==> src/sv/cht_pkg.sv <==
// Shared types and constants for the coalesced hash table.
`timescale 1ns / 1ps

package cht_pkg;

    localparam logic [31:0] GOLDEN_Q32 = 32'h9E37_79B9;
    localparam logic [10:0] HIT_MAX    = 11'd2047;

    typedef enum logic [1:0] {
        ST_INSERTED  = 2'd0,
        ST_FOUND     = 2'd1,
        ST_NOT_FOUND = 2'd2,
        ST_FULL      = 2'd3
    } status_t;

    // controller -> datapath
    typedef struct packed {
        logic load;        // capture item, start hash multiply
        logic calc_home;   // latch hash fraction for scaling to home slot
        logic rd_home;     // read home slot
        logic rd_cur;      // read chain slot
        logic rd_fp;       // read free pointer slot
        logic step_link;   // follow link to next slot
        logic dec_fp;      // move free pointer down
        logic wr_home_new; // write home slot as fresh entry
        logic wr_link;     // write scanned slot with the home slot's old link
        logic res_insert;  // latch insert result
        logic res_found;
        logic res_miss;
        logic res_full;
        logic clear_step;  // clearing pass: clear one entry
    } cht_cmd_t;

    // datapath -> controller
    typedef struct packed {
        logic home_used;
        logic cur_match;
        logic cur_end;
        logic fp_used;
        logic fp_neg;
        logic steps_done;
        logic clear_last;
    } cht_sts_t;

endpackage

==> src/sv/cht_ctrl.sv <==
// Controller state machine for the coalesced hash table.
`timescale 1ns / 1ps

module cht_ctrl (
    input  logic               clk,
    input  logic               rst_n,
    input  logic               in_valid,
    output logic               in_ready,
    input  logic               op,
    output logic               out_valid,
    input  logic               out_ready,
    input  logic               cfg_write,
    output cht_pkg::cht_cmd_t  cmd,
    input  cht_pkg::cht_sts_t  sts
);
    typedef enum logic [3:0] {
        S_CLEAR,
        S_IDLE,
        S_HASH,
        S_HOME,
        S_HOME_CHK,
        S_SCAN_RD,
        S_SCAN_CHK,
        S_LINK,
        S_WALK_RD,
        S_WALK_CHK,
        S_RESULT,
        S_DONE
    } state_t;

    state_t state_reg, state_next;
    logic   op_reg, op_next;
    logic   ov_reg, ov_next;

    always_comb
    begin
        state_next = state_reg;
        op_next    = op_reg;
        ov_next    = ov_reg;
        cmd        = '0;
        if (ov_reg && out_ready)
            ov_next = 1'b0;
        unique case (state_reg)
            S_CLEAR:
            begin
                cmd.clear_step = 1'b1;
                if (sts.clear_last)
                    state_next = S_IDLE;
            end
            S_IDLE:
            begin
                if (in_valid && (!ov_reg || out_ready))
                begin
                    cmd.load   = 1'b1;
                    op_next    = op;
                    state_next = S_HASH;
                end
            end
            S_HASH:
            begin
                cmd.calc_home = 1'b1;
                state_next    = S_HOME;
            end
            S_HOME:
            begin
                cmd.rd_home = 1'b1;
                state_next  = S_HOME_CHK;
            end
            S_HOME_CHK:
            begin
                if (!op_reg)
                begin
                    if (!sts.home_used)
                    begin
                        cmd.wr_home_new = 1'b1;
                        cmd.res_insert  = 1'b1;
                        state_next      = S_DONE;
                    end
                    else
                        state_next = S_SCAN_RD;
                end
                else if (!sts.home_used)
                begin
                    cmd.res_miss = 1'b1;
                    state_next   = S_DONE;
                end
                else if (sts.cur_match)
                begin
                    cmd.res_found = 1'b1;
                    state_next    = S_DONE;
                end
                else if (sts.cur_end || sts.steps_done)
                begin
                    cmd.res_miss = 1'b1;
                    state_next   = S_DONE;
                end
                else
                begin
                    cmd.step_link = 1'b1;
                    state_next    = S_WALK_RD;
                end
            end
            S_SCAN_RD:
            begin
                if (sts.fp_neg)
                begin
                    cmd.res_full = 1'b1;
                    state_next   = S_DONE;
                end
                else
                begin
                    cmd.rd_fp  = 1'b1;
                    state_next = S_SCAN_CHK;
                end
            end
            S_SCAN_CHK:
            begin
                if (sts.fp_used)
                begin
                    cmd.dec_fp = 1'b1;
                    state_next = S_SCAN_RD;
                end
                else
                begin
                    cmd.wr_link = 1'b1;
                    cmd.dec_fp  = 1'b1;
                    state_next  = S_LINK;
                end
            end
            S_LINK:
            begin
                cmd.res_insert = 1'b1;
                state_next     = S_DONE;
            end
            S_WALK_RD:
            begin
                cmd.rd_cur = 1'b1;
                state_next = S_WALK_CHK;
            end
            S_WALK_CHK:
            begin
                if (sts.cur_match)
                begin
                    cmd.res_found = 1'b1;
                    state_next    = S_DONE;
                end
                else if (sts.cur_end || sts.steps_done)
                begin
                    cmd.res_miss = 1'b1;
                    state_next   = S_DONE;
                end
                else
                begin
                    cmd.step_link = 1'b1;
                    state_next    = S_WALK_RD;
                end
            end
            S_RESULT:
            begin
                state_next = S_DONE;
            end
            S_DONE:
            begin
                ov_next    = 1'b1;
                state_next = S_IDLE;
            end
            default:
            begin
                state_next = S_IDLE;
            end
        endcase
        if (cfg_write)
            state_next = S_CLEAR;
    end

    always_ff @(posedge clk or negedge rst_n)
    begin
        if (!rst_n)
        begin
            state_reg <= S_CLEAR;
            op_reg    <= 1'b0;
            ov_reg    <= 1'b0;
        end
        else
        begin
            state_reg <= state_next;
            op_reg    <= op_next;
            ov_reg    <= ov_next;
        end
    end

    assign in_ready  = (state_reg == S_IDLE) && (!ov_reg || out_ready);
    assign out_valid = ov_reg;

endmodule

==> config.mk <==
export PLATFORM = sky130hd
export DESIGN_NAME = cht_ctrl
export DESIGN_NICKNAME = d
export VERILOG_FILES = /design/src/sv/cht_pkg.sv /design/src/sv/cht_ctrl.sv
export SDC_FILE = /design/constraint.sdc
export NUM_CORES = 1
export LEC_CHECK = 0
export ABC_AREA = 1
export BUFFER_PORTS_ARGS = -buffer_cell sky130_fd_sc_hd__buf_4
export CAP_MARGIN = 20
export CELL_PAD_IN_SITES_DETAIL_PLACEMENT = 0
export CELL_PAD_IN_SITES_GLOBAL_PLACEMENT = 2
export CORE_MARGIN = 3
export CORE_UTILIZATION = 21
export CTS_CLUSTER_SIZE = 16
export DETAILED_ROUTE_END_ITERATION = 10
export PLACE_DENSITY_LB_ADDON = 0.12
export SLEW_MARGIN = 30
export SYNTH_ARGS = -nofsm -noshare
export SYNTH_HDL_FRONTEND = slang
export SYNTH_SLANG_ARGS = --single-unit
==> constraint.sdc <==
create_clock -name clk -period 2.1 [get_ports clk]
set_input_delay 0 -clock clk [delete_from_list [all_inputs] [get_ports clk]]
set_output_delay 0 -clock clk [all_outputs]
set_load 0.02 [all_outputs]
==> results.yml, run 1 <==
clock_network:
  cts_tree: "yes"
  cts.sinks: 6
  cts_resized: 0
  clk_pin_slew_ns: 0.04
  clk_latency_ns: 0.25
  cts_max_level: 1
  cts_root_buf: "clkbuf_4"
  clockBufferDepth: 2
  post-cts-setup-buffers: 0
  numCtsBuffers: 3
synth:
  synth_area_leaders: "dfrtp_1 (26%), nand2_1 (19%), inv_1 (15%), nor2_1 (14%), nand3_1 (5.3%)"
  avgSynthCellArea_um2: 5.410
  netlist.area_leader.share_pct: 26.43
  netlist_instances: 105
  syn_nets: 118
  synth_warnings: 0
  synth.distinct_cells: 16
  syn-cell-area_um2: 568.0
  synth_seq_cells: 6
  ys_seq_area_share_pct: 26.43
  synth_top_cell_by_area: "dfrtp_1"
placement:
  gp_congestion: 0.7465
  dp_hpwl_um: 1572
  port_buffers: 28
setup_path:
  arrival_ns: 1.63
  path_class: "register to output port"
  r2r_start: "state_reg[0]"
  cpPeakStageDelay_ns: 0.43
  crit_top_cell: "nor2_1"
  cp-start-kind: "register"
  worstPathMaxFanout: 5
  critPathCaptureType: "output port"
  cp_top_family: "simple AND/OR/NAND/NOR gates"
  worst_setup_path_startpoint: "state_reg[0]"
  worstPathCellList: "nor2_1 > nand2_2 > inv_2 > nand2_1 > o21ai_1 > inv_1 > nor2_1 > buf_4"
  required_ns: 2.10
  cpMaxStageDelayCell: "dfrtp_1"
  cp_num_buf_inv: 3
route:
  dr_total_vias: 713
  drc: 0
  wirelength_um: 1781
  via_per_inst: 4.219
  drt_iter0_drc: 11
  wire_per_inst_um: 10.54
  route.antenna.remaining_nets: 0
  drtPass1Iterations: 4
job:
  maxCapViolations: 0
grt:
  grt_pass1_wl_um: 3049
  grt_max_degree: 8
  grt_usage_pct: 11.89
  antenna_found_initial: 0
  top_usage_layer: "met2"
  grt_use_met3_pct: 4.232
  gr-total-overflow: 0
  grt_pass1_vias: 700
  use_met1_pct: 15.51
  grtUsageMet2_pct: 19.19
floorplan:
  initial_core_util_pct: 22.52
  dieArea_um2: 3365
  die_h_um: 58.01
  core_um2: 2522
  io_pins: 29
  die_w_um: 58.01
  rows: 18
sta:
  worst_pin_slew_ns: 0.2884
  finalCritPeriodShare_pct: 77.66
  final_hold_viol_count: 0
  holdWs_ns: 0.06131
  rsz0062_at_grt: "false"
  finalCriticalPeriod_ns: 1.631
  fin_skew_ns: 0.003676
  max_freq_mhz: 613.2
  setup_tns_ns: 0
  setup_viol: 0
  maxSlewViolCount: 0
  slew_headroom_pct: 80.71
layout:
  post-route-util_pct: 34.42
  drive_above_1_share_pct: 28.06
  largest_reg_flops: 4
  num_antenna_cells: 0
  area_growth_pct: 52.86
  nets: 154
power_and_ir_drop:
  leakage_uw: 0.0005385
  peakVddDrop_mv: 0.4394
  power_density_nw_per_um2: 547.5
run_status:
  outcome: "completed"
hold_path:
  hp-start: "in_valid"
  hp-class: "input port to register"
-- stage by stage --
stage / total power, uW / instances / worst slack [ns] / area, um^2
2_1_floorplan: 277.8 / 105 / 0.7330 / 568.0
3_3_place_gp: 369.2 / 163 / 0.6918 / 815.8
3_5_place_dp: 367.2 / 163 / 0.6957 / 815.8
4_1_cts: 482.0 / 169 / 0.4283 / 868.3
5_1_grt: 519.4 / 169 / 0.2351 / 868.3
6_report: 475.4 / 169 / 0.4692 / 868.3
-- cell type report --
type | count | area, um^2
fillers | 306 | 1654
flip-flops and latches | 6 | 150.1
multi-input cells | 74 | 324.1
repair buffers | 31 | 240.2
well taps | 30 | 37.54
inverters | 25 | 93.84
clock buffers | 3 | 22.52
-- cell usage after synthesis --
cell type / instances
nand2_1: 28
inv_1: 23
nor2_1: 21
dfrtp_1: 6
nand3_1: 6
nor2_2: 4
o21ai_0: 4
inv_2: 2
nand2_2: 2
nor3_1: 2
o21ai_1: 2
a21oi_1: 1
and3_1: 1
nand3b_1: 1
o211ai_1: 1
o22ai_1: 1
-- layout by cell type (no fill, tap or decap) --
cell type       n
nand2_1        28
nand3b_1        1
nor2_2          4
dfrtp_1         6
a21oi_1         1
clkbuf_4        3
o21ai_1         2
inv_2           2
dlygate4sd3_1   3
inv_1          23
and3_1          1
nor3_1          2
o21ai_0         4
buf_4          28
o22ai_1         1
nor2_1         21
nand3_1         6
o211ai_1        1
nand2_2         2
-- kinds of logic (layout without fill, tap and decap cells) --
| logic type | after synthesis | after routing | share of synthesized area (%) |
|---|---|---|---|
| AND/OR/NAND/NOR | 65 | 65 | 48.46 |
| buffers and inverters | 25 | 59 | 16.52 |
| AO/OA/AOI/OAI | 9 | 9 | 8.591 |
| flip-flops | 6 | 6 | 26.43 |
-- worst paths after layout --
path	end	slack, ns	depth (start not counted)
worst min-delay path	op_reg	0.06	4
max in group asynchronous	op_reg	1.89	2
worst max register to register	state_reg[0]	0.73	6
min in group asynchronous	out_valid	0.10	2
worst min register to register	out_valid	0.53	2
worst max-delay path	cmd[3]	0.47	8
-- metal layers --
layer  part of all wire (%)  routed length (um)
met5                      0                   0
met3                    5.9                 105
met2                     48                 855
met4                      0                   0
met1                     46                 820
-- worst min-delay path, cell delays in order --
cell and delay [ns]:
buf_4 0.08, nand2_1 0.05, inv_1 0.08, o21ai_1 0.06
-- report_power, final --
| group | total, uW | internal (uW) | switching (uW) |
|---|---|---|---|
| Combinational | 215 | 82.4 | 133 |
| Sequential | 151 | 133 | 17.8 |
| Clock | 110 | 64.9 | 44.7 |
| Total | 475 | 280 | 195 |
-- repair_timing --
action,in CTS,in global routing
hold buffers,3,0
endpoints found under the setup margin,0,0
hold endpoints to repair,8,0
(Power assumes the default switching activity.)
==> run 2, diff against run 1 <==
--- a/config.mk
+++ b/config.mk
@@ -5,13 +5,13 @@
 export SDC_FILE = /design/constraint.sdc
 export NUM_CORES = 1
 export LEC_CHECK = 0
-export ABC_AREA = 1
+export ABC_AREA = 0
 export BUFFER_PORTS_ARGS = -buffer_cell sky130_fd_sc_hd__buf_4
 export CAP_MARGIN = 20
 export CELL_PAD_IN_SITES_DETAIL_PLACEMENT = 0
 export CELL_PAD_IN_SITES_GLOBAL_PLACEMENT = 2
 export CORE_MARGIN = 3
-export CORE_UTILIZATION = 21
+export CORE_UTILIZATION = 22
 export CTS_CLUSTER_SIZE = 16
 export DETAILED_ROUTE_END_ITERATION = 10
 export PLACE_DENSITY_LB_ADDON = 0.12
==> constraint.sdc (replaced) <==
create_clock -name clk -period 1.35 [get_ports clk]
set_input_delay 0 -clock clk [delete_from_list [all_inputs] [get_ports clk]]
set_output_delay 0 -clock clk [all_outputs]
set_load 0.02 [all_outputs]
==> run 2 against run 1 <==
Global-route usage grew 2.9 points. Total power up 33%. First-iteration DRC count grew 18%. Register-to-register slack lost 0.72 ns. Worst hold slack improved by 0.036 ns. Area after synthesis grew 15%. Largest cell class unchanged. The flow now finishes with violations (negative setup slack). Combinational power increased by 20%. Largest power group unchanged. Sequential share of layout area fell by 5.5 points. Sequential cell count is the same.
==> results.yml, run 2 <==
job:
  maxCapViolations: 0
setup_path:
  arrival_ns: 1.49
  cp-start-kind: "register"
  critPathCaptureType: "output port"
  worst_setup_path_startpoint: "state_reg[3]"
  path_class: "register to output port"
  worstPathMaxFanout: 8
  required_ns: 1.35
  r2r_start: "state_reg[2]"
clock_network:
  clk_pin_slew_ns: 0.05
  clk_latency_ns: 0.25
  clockBufferDepth: 2
  cts.sinks: 6
  cts_max_level: 1
  cts_root_buf: "clkbuf_4"
  cts_tree: "yes"
  numCtsBuffers: 3
synth:
  avgSynthCellArea_um2: 8.267
  synth_seq_cells: 6
  syn_nets: 92
  synth_edf_count: 0
  synth.distinct_cells: 38
  synthFlopType: "dfrtp_1"
  synthArstFlopShare_pct: 100.0
  syn-cell-area_um2: 653.1
  synth_area_leaders: "dfrtp_1 (23%), nand2b_1 (4.8%), nand2_1 (4.0%), nor3b_2 (3.8%), buf_6 (3.4%)"
  netlist.area_leader.share_pct: 22.99
  synth_most_common_cell: "nand2_1"
  synth_warnings: 0
  ys_seq_area_share_pct: 22.99
  netlist_instances: 79
  synth_common_cells: "nand2_1 (7), dfrtp_1 (6), nand2b_1 (5), a21oi_1 (4), nor3_1 (4)"
  synth_top_cell_by_area: "dfrtp_1"
grt:
  top_usage_layer: "met2"
  gr-total-overflow: 0
  grt_usage_pct: 14.80
  antenna_found_initial: 0
  grtUsageMet2_pct: 25.62
  grt_use_met3_pct: 1.489
  use_met1_pct: 18.97
  grt_pass1_vias: 862
  grt_max_degree: 13
  grt_pass1_wl_um: 4036
floorplan:
  initial_core_util_pct: 23.48
  die_w_um: 60.49
  io_pins: 29
  dieArea_um2: 3658
  die_h_um: 60.49
  rows: 19
  core_um2: 2781
sta:
  finalCriticalPeriod_ns: 1.492
  setup_tns_ns: -0.9004
  max_freq_mhz: 670.0
  setup_viol: 13
  maxSlewViolCount: 0
  final_hold_viol_count: 0
  fin_ws_ns: -0.1425
  worst_pin_slew_ns: 0.3069
  slew_headroom_pct: 79.39
  finalCritPeriodShare_pct: 110.6
  fin_skew_ns: 0.008031
  rsz0062_at_grt: "true"
route:
  wirelength_um: 2403
  dr_total_vias: 841
  drc: 0
  drt_iter0_drc: 13
  via_per_inst: 4.947
  drtPass1Iterations: 4
  wire_per_inst_um: 14.14
  route.antenna.remaining_nets: 0
layout:
  largest_reg_flops: 4
  num_antenna_cells: 0
  final_area_um2: 1303
  post-route-util_pct: 46.83
  n_fill_cell: 296
  instances_no_fill: 170
  nets: 154
  final_common_cell: "buf_4"
  drive_above_1_share_pct: 65.47
  area_growth_pct: 99.43
  final_cell_mix: "buf_4 (45), buf_6 (13), nand2_1 (6)"
placement:
  port_buffers: 28
  gp_congestion: 0.8192
  dp_hpwl_um: 1728
  dp.cells: 150
  placed_cell_area_um2: 992.2
power_and_ir_drop:
  leakage_uw: 0.0006062
  power_density_nw_per_um2: 486.1
  peakVddDrop_mv: 0.3584
  power_uw: 633.1
hold_path:
  hp-class: "input port to async pin"
run_status:
  violations: "negative setup slack"
  outcome: "complete, but fails checks"
-- run 2: per-layer routing --
metal | share of wire [%] | wire [um] | up-vias
li1 | - | - | 411
met1 | 43 | 1034 | 411
met2 | 53 | 1273 | 17
met3 | 3.2 | 76 | 2
met4 | 0.79 | 19 | 0
met5 | 0 | 0 | -
-- run 2: what timing repair did --
item / CTS / global route
setup endpoints to repair: 19 / 19
endpoints found under the hold margin: 8 / 0
resized for setup: 27 / 12
hold buffers: 3 / 0
buffers inserted: 11 / 4
pin swaps: 10 / 5
-- run 2: logic make-up (layout without fill, tap and decap cells) --
logic type	count (synthesis)	after routing	share of synthesized area, %
buf+inv	7	67	9.194
simple gates	42	42	39.85
compound gates	22	22	24.90
xor+xnor	1	1	1.341
flops	6	6	22.99
mux	1	1	1.724
-- run 2: layout make-up --
class | count | area [um^2] | area share, %
Timing Repair Buffer | 62 | 529.3 | 40.63
Sequential cell | 6 | 153.9 | 11.82
Multi-Input combinational cell | 66 | 550.5 | 42.27
Clock buffer | 3 | 22.52 | 1.729
Tap cell | 31 | 38.79 | 2.978
Inverter | 2 | 7.507 | 0.5764
-- run 2: final timing paths --
kind | end | slack [ns] | cells past startpoint
setup / recovery | cmd[3] | -0.14 | 5
hold / removal | state_reg[0] | 0.1 | 2
setup reg to reg | state_reg[3] | 0.01 | 6
hold reg to reg | state_reg[0] | 0.65 | 2
max in group asynchronous | state_reg[1] | 1.12 | 2
min in group clk | state_reg[0] | 0.16 | 4
-- run 2: through the flow --
stage | setup WS, ns | hold slack, ns
floorplan | -0.04877 | -0.2956
global placement | -0.03065 | -0.1904
detailed placement | -0.06071 | -0.1883
CTS | -0.1231 | 0.09101
global route | -0.2050 | 0.1239
finish | -0.1425 | 0.09736
-- run 2: worst max-delay path: stages (launching register included) --
cell      delay, ns
dfrtp_2        0.46
nand2b_4       0.17
nor3b_4        0.20
a22oi_2        0.10
nor3b_2        0.16
buf_4          0.16
-- run 2: power breakdown --
part | leakage [uW] | switching [uW] | internal, uW
logic | 0.000517 | 114 | 145
clock network | 0.0000138 | 67.3 | 101
registers | 0.0000755 | 14.5 | 192
total | 0.000606 | 196 | 437
==> run 3, diff against run 2 <==
--- a/config.mk
+++ b/config.mk
@@ -8,10 +8,9 @@
 export ABC_AREA = 0
 export BUFFER_PORTS_ARGS = -buffer_cell sky130_fd_sc_hd__buf_4
 export CAP_MARGIN = 20
-export CELL_PAD_IN_SITES_DETAIL_PLACEMENT = 0
-export CELL_PAD_IN_SITES_GLOBAL_PLACEMENT = 2
 export CORE_MARGIN = 3
-export CORE_UTILIZATION = 22
+export CORE_UTILIZATION = 41
+export CTS_CLUSTER_DIAMETER = 30
 export CTS_CLUSTER_SIZE = 16
 export DETAILED_ROUTE_END_ITERATION = 10
 export PLACE_DENSITY_LB_ADDON = 0.12
==> constraint.sdc (replaced) <==
create_clock -name clk -period 1.35 [get_ports clk]
set_input_delay 0 -clock clk [delete_from_list [all_inputs] [get_ports clk]]
set_output_delay 0 -clock clk [all_outputs]
set_load 0.1 [all_outputs]
==> run 3 against run 2 <==
The run now fails in clock tree synthesis. Area after synthesis unchanged. Synthesized cell count stayed put.
==> results.yml, run 3 <==
floorplan:
  io_pins: 29
  rows: 13
  die_w_um: 45.91
  die_h_um: 45.91
  initial_core_util_pct: 46.69
placement:
  port_buffers: 28
  dp_hpwl_um: 1801
  dp_slack_ns: -0.1334
  gp_congestion: 0.8383
clock_network:
  cts_max_level: 1
  clockBufferDepth: 2
  cts_root_buf: "clkbuf_4"
  cts.sinks: 6
  hold_buffers: 3
  post-cts-setup-buffers: 4
  numCtsBuffers: 3
  cts_resized: 61
synth:
  syn_nets: 92
  synth_warnings: 0
  ys_seq_area_share_pct: 22.99
  synthArstFlopShare_pct: 100.0
  synth_area_leaders: "dfrtp_1 (23%), nand2b_1 (4.8%), nand2_1 (4.0%), nor3b_2 (3.8%), buf_6 (3.4%)"
  synth_top_cell_by_area: "dfrtp_1"
  synthFlopType: "dfrtp_1"
  netlist_instances: 79
  syn-cell-area_um2: 653.1
  netlist.area_leader.share_pct: 22.99
  synth_edf_count: 0
  synth_most_common_cell: "nand2_1"
  synth.distinct_cells: 38
  synth_seq_cells: 6
  avgSynthCellArea_um2: 8.267
  synth_common_cells: "nand2_1 (7), dfrtp_1 (6), nand2b_1 (5), a21oi_1 (4), nor3_1 (4)"
run_status:
  error: "[ERROR DPL-0038] Utilization greater than 100%, impossible to legalize"
  outcome: "aborted with a tool error"
  haltStage: "clock tree synthesis"
[run 3: kinds of logic after synthesis]
logic type	count (synthesis)	synth area share, %
flops	6	22.99
mux	1	1.724
buf+inv	7	9.194
compound gates	22	24.90
xor+xnor	1	1.341
simple gates	42	39.85
[run 3: through the flow]
step / cell area [um^2] / instances / util (%)
floorplan: 809.5 / 79 / -
global placement: 1130 / 135 / 80.77
detailed placement: 1130 / 135 / 80.77
==> run 4, diff against run 3 <==
--- a/config.mk
+++ b/config.mk
@@ -8,12 +8,10 @@
 export ABC_AREA = 0
 export BUFFER_PORTS_ARGS = -buffer_cell sky130_fd_sc_hd__buf_4
 export CAP_MARGIN = 20
-export CORE_MARGIN = 3
-export CORE_UTILIZATION = 41
-export CTS_CLUSTER_DIAMETER = 30
-export CTS_CLUSTER_SIZE = 16
+export CORE_AREA = 3 3 64 66
 export DETAILED_ROUTE_END_ITERATION = 10
-export PLACE_DENSITY_LB_ADDON = 0.12
+export DIE_AREA = 0 0 67 69
+export PLACE_DENSITY_LB_ADDON = 0.15
 export SLEW_MARGIN = 30
 export SYNTH_ARGS = -nofsm -noshare
 export SYNTH_HDL_FRONTEND = slang
==> constraint.sdc (replaced) <==
create_clock -name clk -period 1.8 [get_ports clk]
set_input_delay 0 -clock clk [delete_from_list [all_inputs] [get_ports clk]]
set_output_delay 0 -clock clk [all_outputs]
set_load 0.1 [all_outputs]
==> run 4 against run 3 <==
The run now ends clean.
==> results.yml, run 4 (synthesized netlist as in run 2, its figures left out) <==
setup_path:
  r2r_slack_ns: 0.28
  worstPathCellList: "nand2b_1 > nor3b_2 > a22oi_2 > nor3b_2 > buf_6"
  cpPeakStageDelay_ns: 0.44
  cp-endpoint: "cmd[3]"
  crit_top_cell: "nor3b_2"
  r2r_start: "state_reg[3]"
  path_class: "register to output port"
  cpMaxStageDelayCell: "dfrtp_2"
  r2r_cells: 5
  critPathCaptureType: "output port"
  arrival_ns: 1.68
  required_ns: 1.80
  worst_setup_path_startpoint: "state_reg[3]"
  reg2reg_to: "state_reg[3]"
  cp-start-kind: "register"
  worstPathMaxFanout: 8
grt:
  antenna_found_initial: 0
  grt_max_degree: 14
  grt_usage_pct: 9.275
  grt_pass1_vias: 747
  gr-total-overflow: 0
  grt_pass1_wl_um: 3381
run_status:
  outcome: "completed"
floorplan:
  die_h_um: 69
  io_pins: 29
  die_w_um: 67
  core_um2: 3633
  dieArea_um2: 4623
  rows: 22
  initial_core_util_pct: 17.98
layout:
  drive_above_1_share_pct: 57.76
  n_fill_cell: 410
  num_antenna_cells: 0
  area_growth_pct: 68.20
  nets: 130
  final_area_um2: 1099
  final_cell_mix: "buf_4 (34), nand2_1 (6), nand2b_1 (4), nor3b_2 (4)"
  largest_reg_flops: 4
  final_common_cell: "buf_4"
  post-route-util_pct: 30.23
clock_network:
  cts.sinks: 6
  clockBufferDepth: 2
  cts_root_buf: "clkbuf_8"
  cts_tree: "yes"
  numCtsBuffers: 3
  clk_pin_slew_ns: 0.04
  cts_max_level: 1
  clk_latency_ns: 0.22
sta:
  final_hold_viol_count: 0
  max_freq_mhz: 596.1
  worst_pin_slew_ns: 0.3995
  finalCritPeriodShare_pct: 93.19
  slew_headroom_pct: 73.36
  finalCriticalPeriod_ns: 1.677
  fin_skew_ns: 0.0009277
  holdWs_ns: 0.009724
  maxSlewViolCount: 0
  setup_viol: 0
power_and_ir_drop:
  clkPwrFrac_pct: 38.4
  leakage_uw: 0.0004822
  peakVddDrop_mv: 0.1866
  power_switching_uw: 182.6
  seq_power_share_pct: 30.8
  comb_power_share_pct: 30.8
  power_density_nw_per_um2: 500.4
  switching_share_pct: 33.22
  p_int_uw: 367.1
placement:
  gp_congestion: 0.7257
  placed_cell_area_um2: 996.0
  port_buffers: 28
  dp_hpwl_um: 1609
job:
  maxCapViolations: 0
route:
  drc: 0
  via_per_inst: 4.360
  wirelength_um: 1985
  dr_total_vias: 715
  drt_iter0_drc: 16
  drtPass1Iterations: 4
  route.antenna.remaining_nets: 0
  wire_per_inst_um: 12.10
hold_path:
  hp-class: "input port to register"
-- run 4: per-layer routing --
metal | track usage (%) | part of all wire, % | wire, um | vias up
met5 | 0 | 0 | 0 | -
met4 | 4.054 | 0.86 | 17 | 0
met3 | 1.954 | 3.5 | 69 | 2
met2 | 15.07 | 54 | 1064 | 13
met1 | 11.51 | 42 | 834 | 336
li1 | - | - | - | 364
-- run 4: critical path: cells and delay by family (launching register included) --
family                 cells  cell delay (ns)
DFF                        1             0.44
buffers and inverters      1             0.25
AOI/OAI and AO/OA          1             0.11
and+or+nand+nor            3             0.65
-- run 4: worst min-delay path by stage --
stage | start | endpoint | slack [ns] | cells past startpoint
floorplan | rst_n | op_reg | -0.30 | 0
global placement | rst_n | op_reg | -0.19 | 1
detailed placement | rst_n | op_reg | -0.19 | 1
CTS | op | op_reg | 0.008 | 2
global route | op | op_reg | 0.01 | 2
finish | op | op_reg | 0.01 | 2
-- run 4: area by class of cell --
| class | count | area (um^2) | share of cell area [%] |
|---|---|---|---|
| Multi-Input combinational cell | 66 | 531.8 | 48.41 |
| Timing Repair Buffer | 38 | 297.8 | 27.11 |
| Sequential cell | 6 | 156.4 | 14.24 |
| Tap cell | 48 | 60.06 | 5.467 |
| Clock buffer | 4 | 45.04 | 4.100 |
| Inverter | 2 | 7.507 | 0.6834 |
-- run 4: power by group through the flow --
stage	Sequential (uW)	Combinational, uW	Clock [uW]
3_5_place_dp	170	167	0
4_1_cts	169	171	214
3_3_place_gp	172	168	0
6_report	169	169	211
2_1_floorplan	158	125	0
5_1_grt	172	180	228
-- run 4: what timing repair did --
action | CTS | global route
resized for setup | 2 | 3
hold buffers | 2 | 0
buffers inserted | 0 | 3
endpoints found under the hold margin | 7 | 0
pin swaps | 0 | 2
setup endpoints to repair | 1 | 3
-- run 4: through the flow --
stage / total power (uW) / setup TNS, ns / instances / setup WS [ns]
after floorplan: 282.8 / -0.5189 / 79 / -0.3713
after global placement: 339.3 / 0 / 155 / 0.2390
after detailed placement: 337.0 / 0 / 155 / 0.2255
after CTS: 553.8 / 0 / 161 / 0.03130
after global routing: 580.4 / -0.0007616 / 164 / -0.0007616
final: 549.7 / 0 / 164 / 0.1225
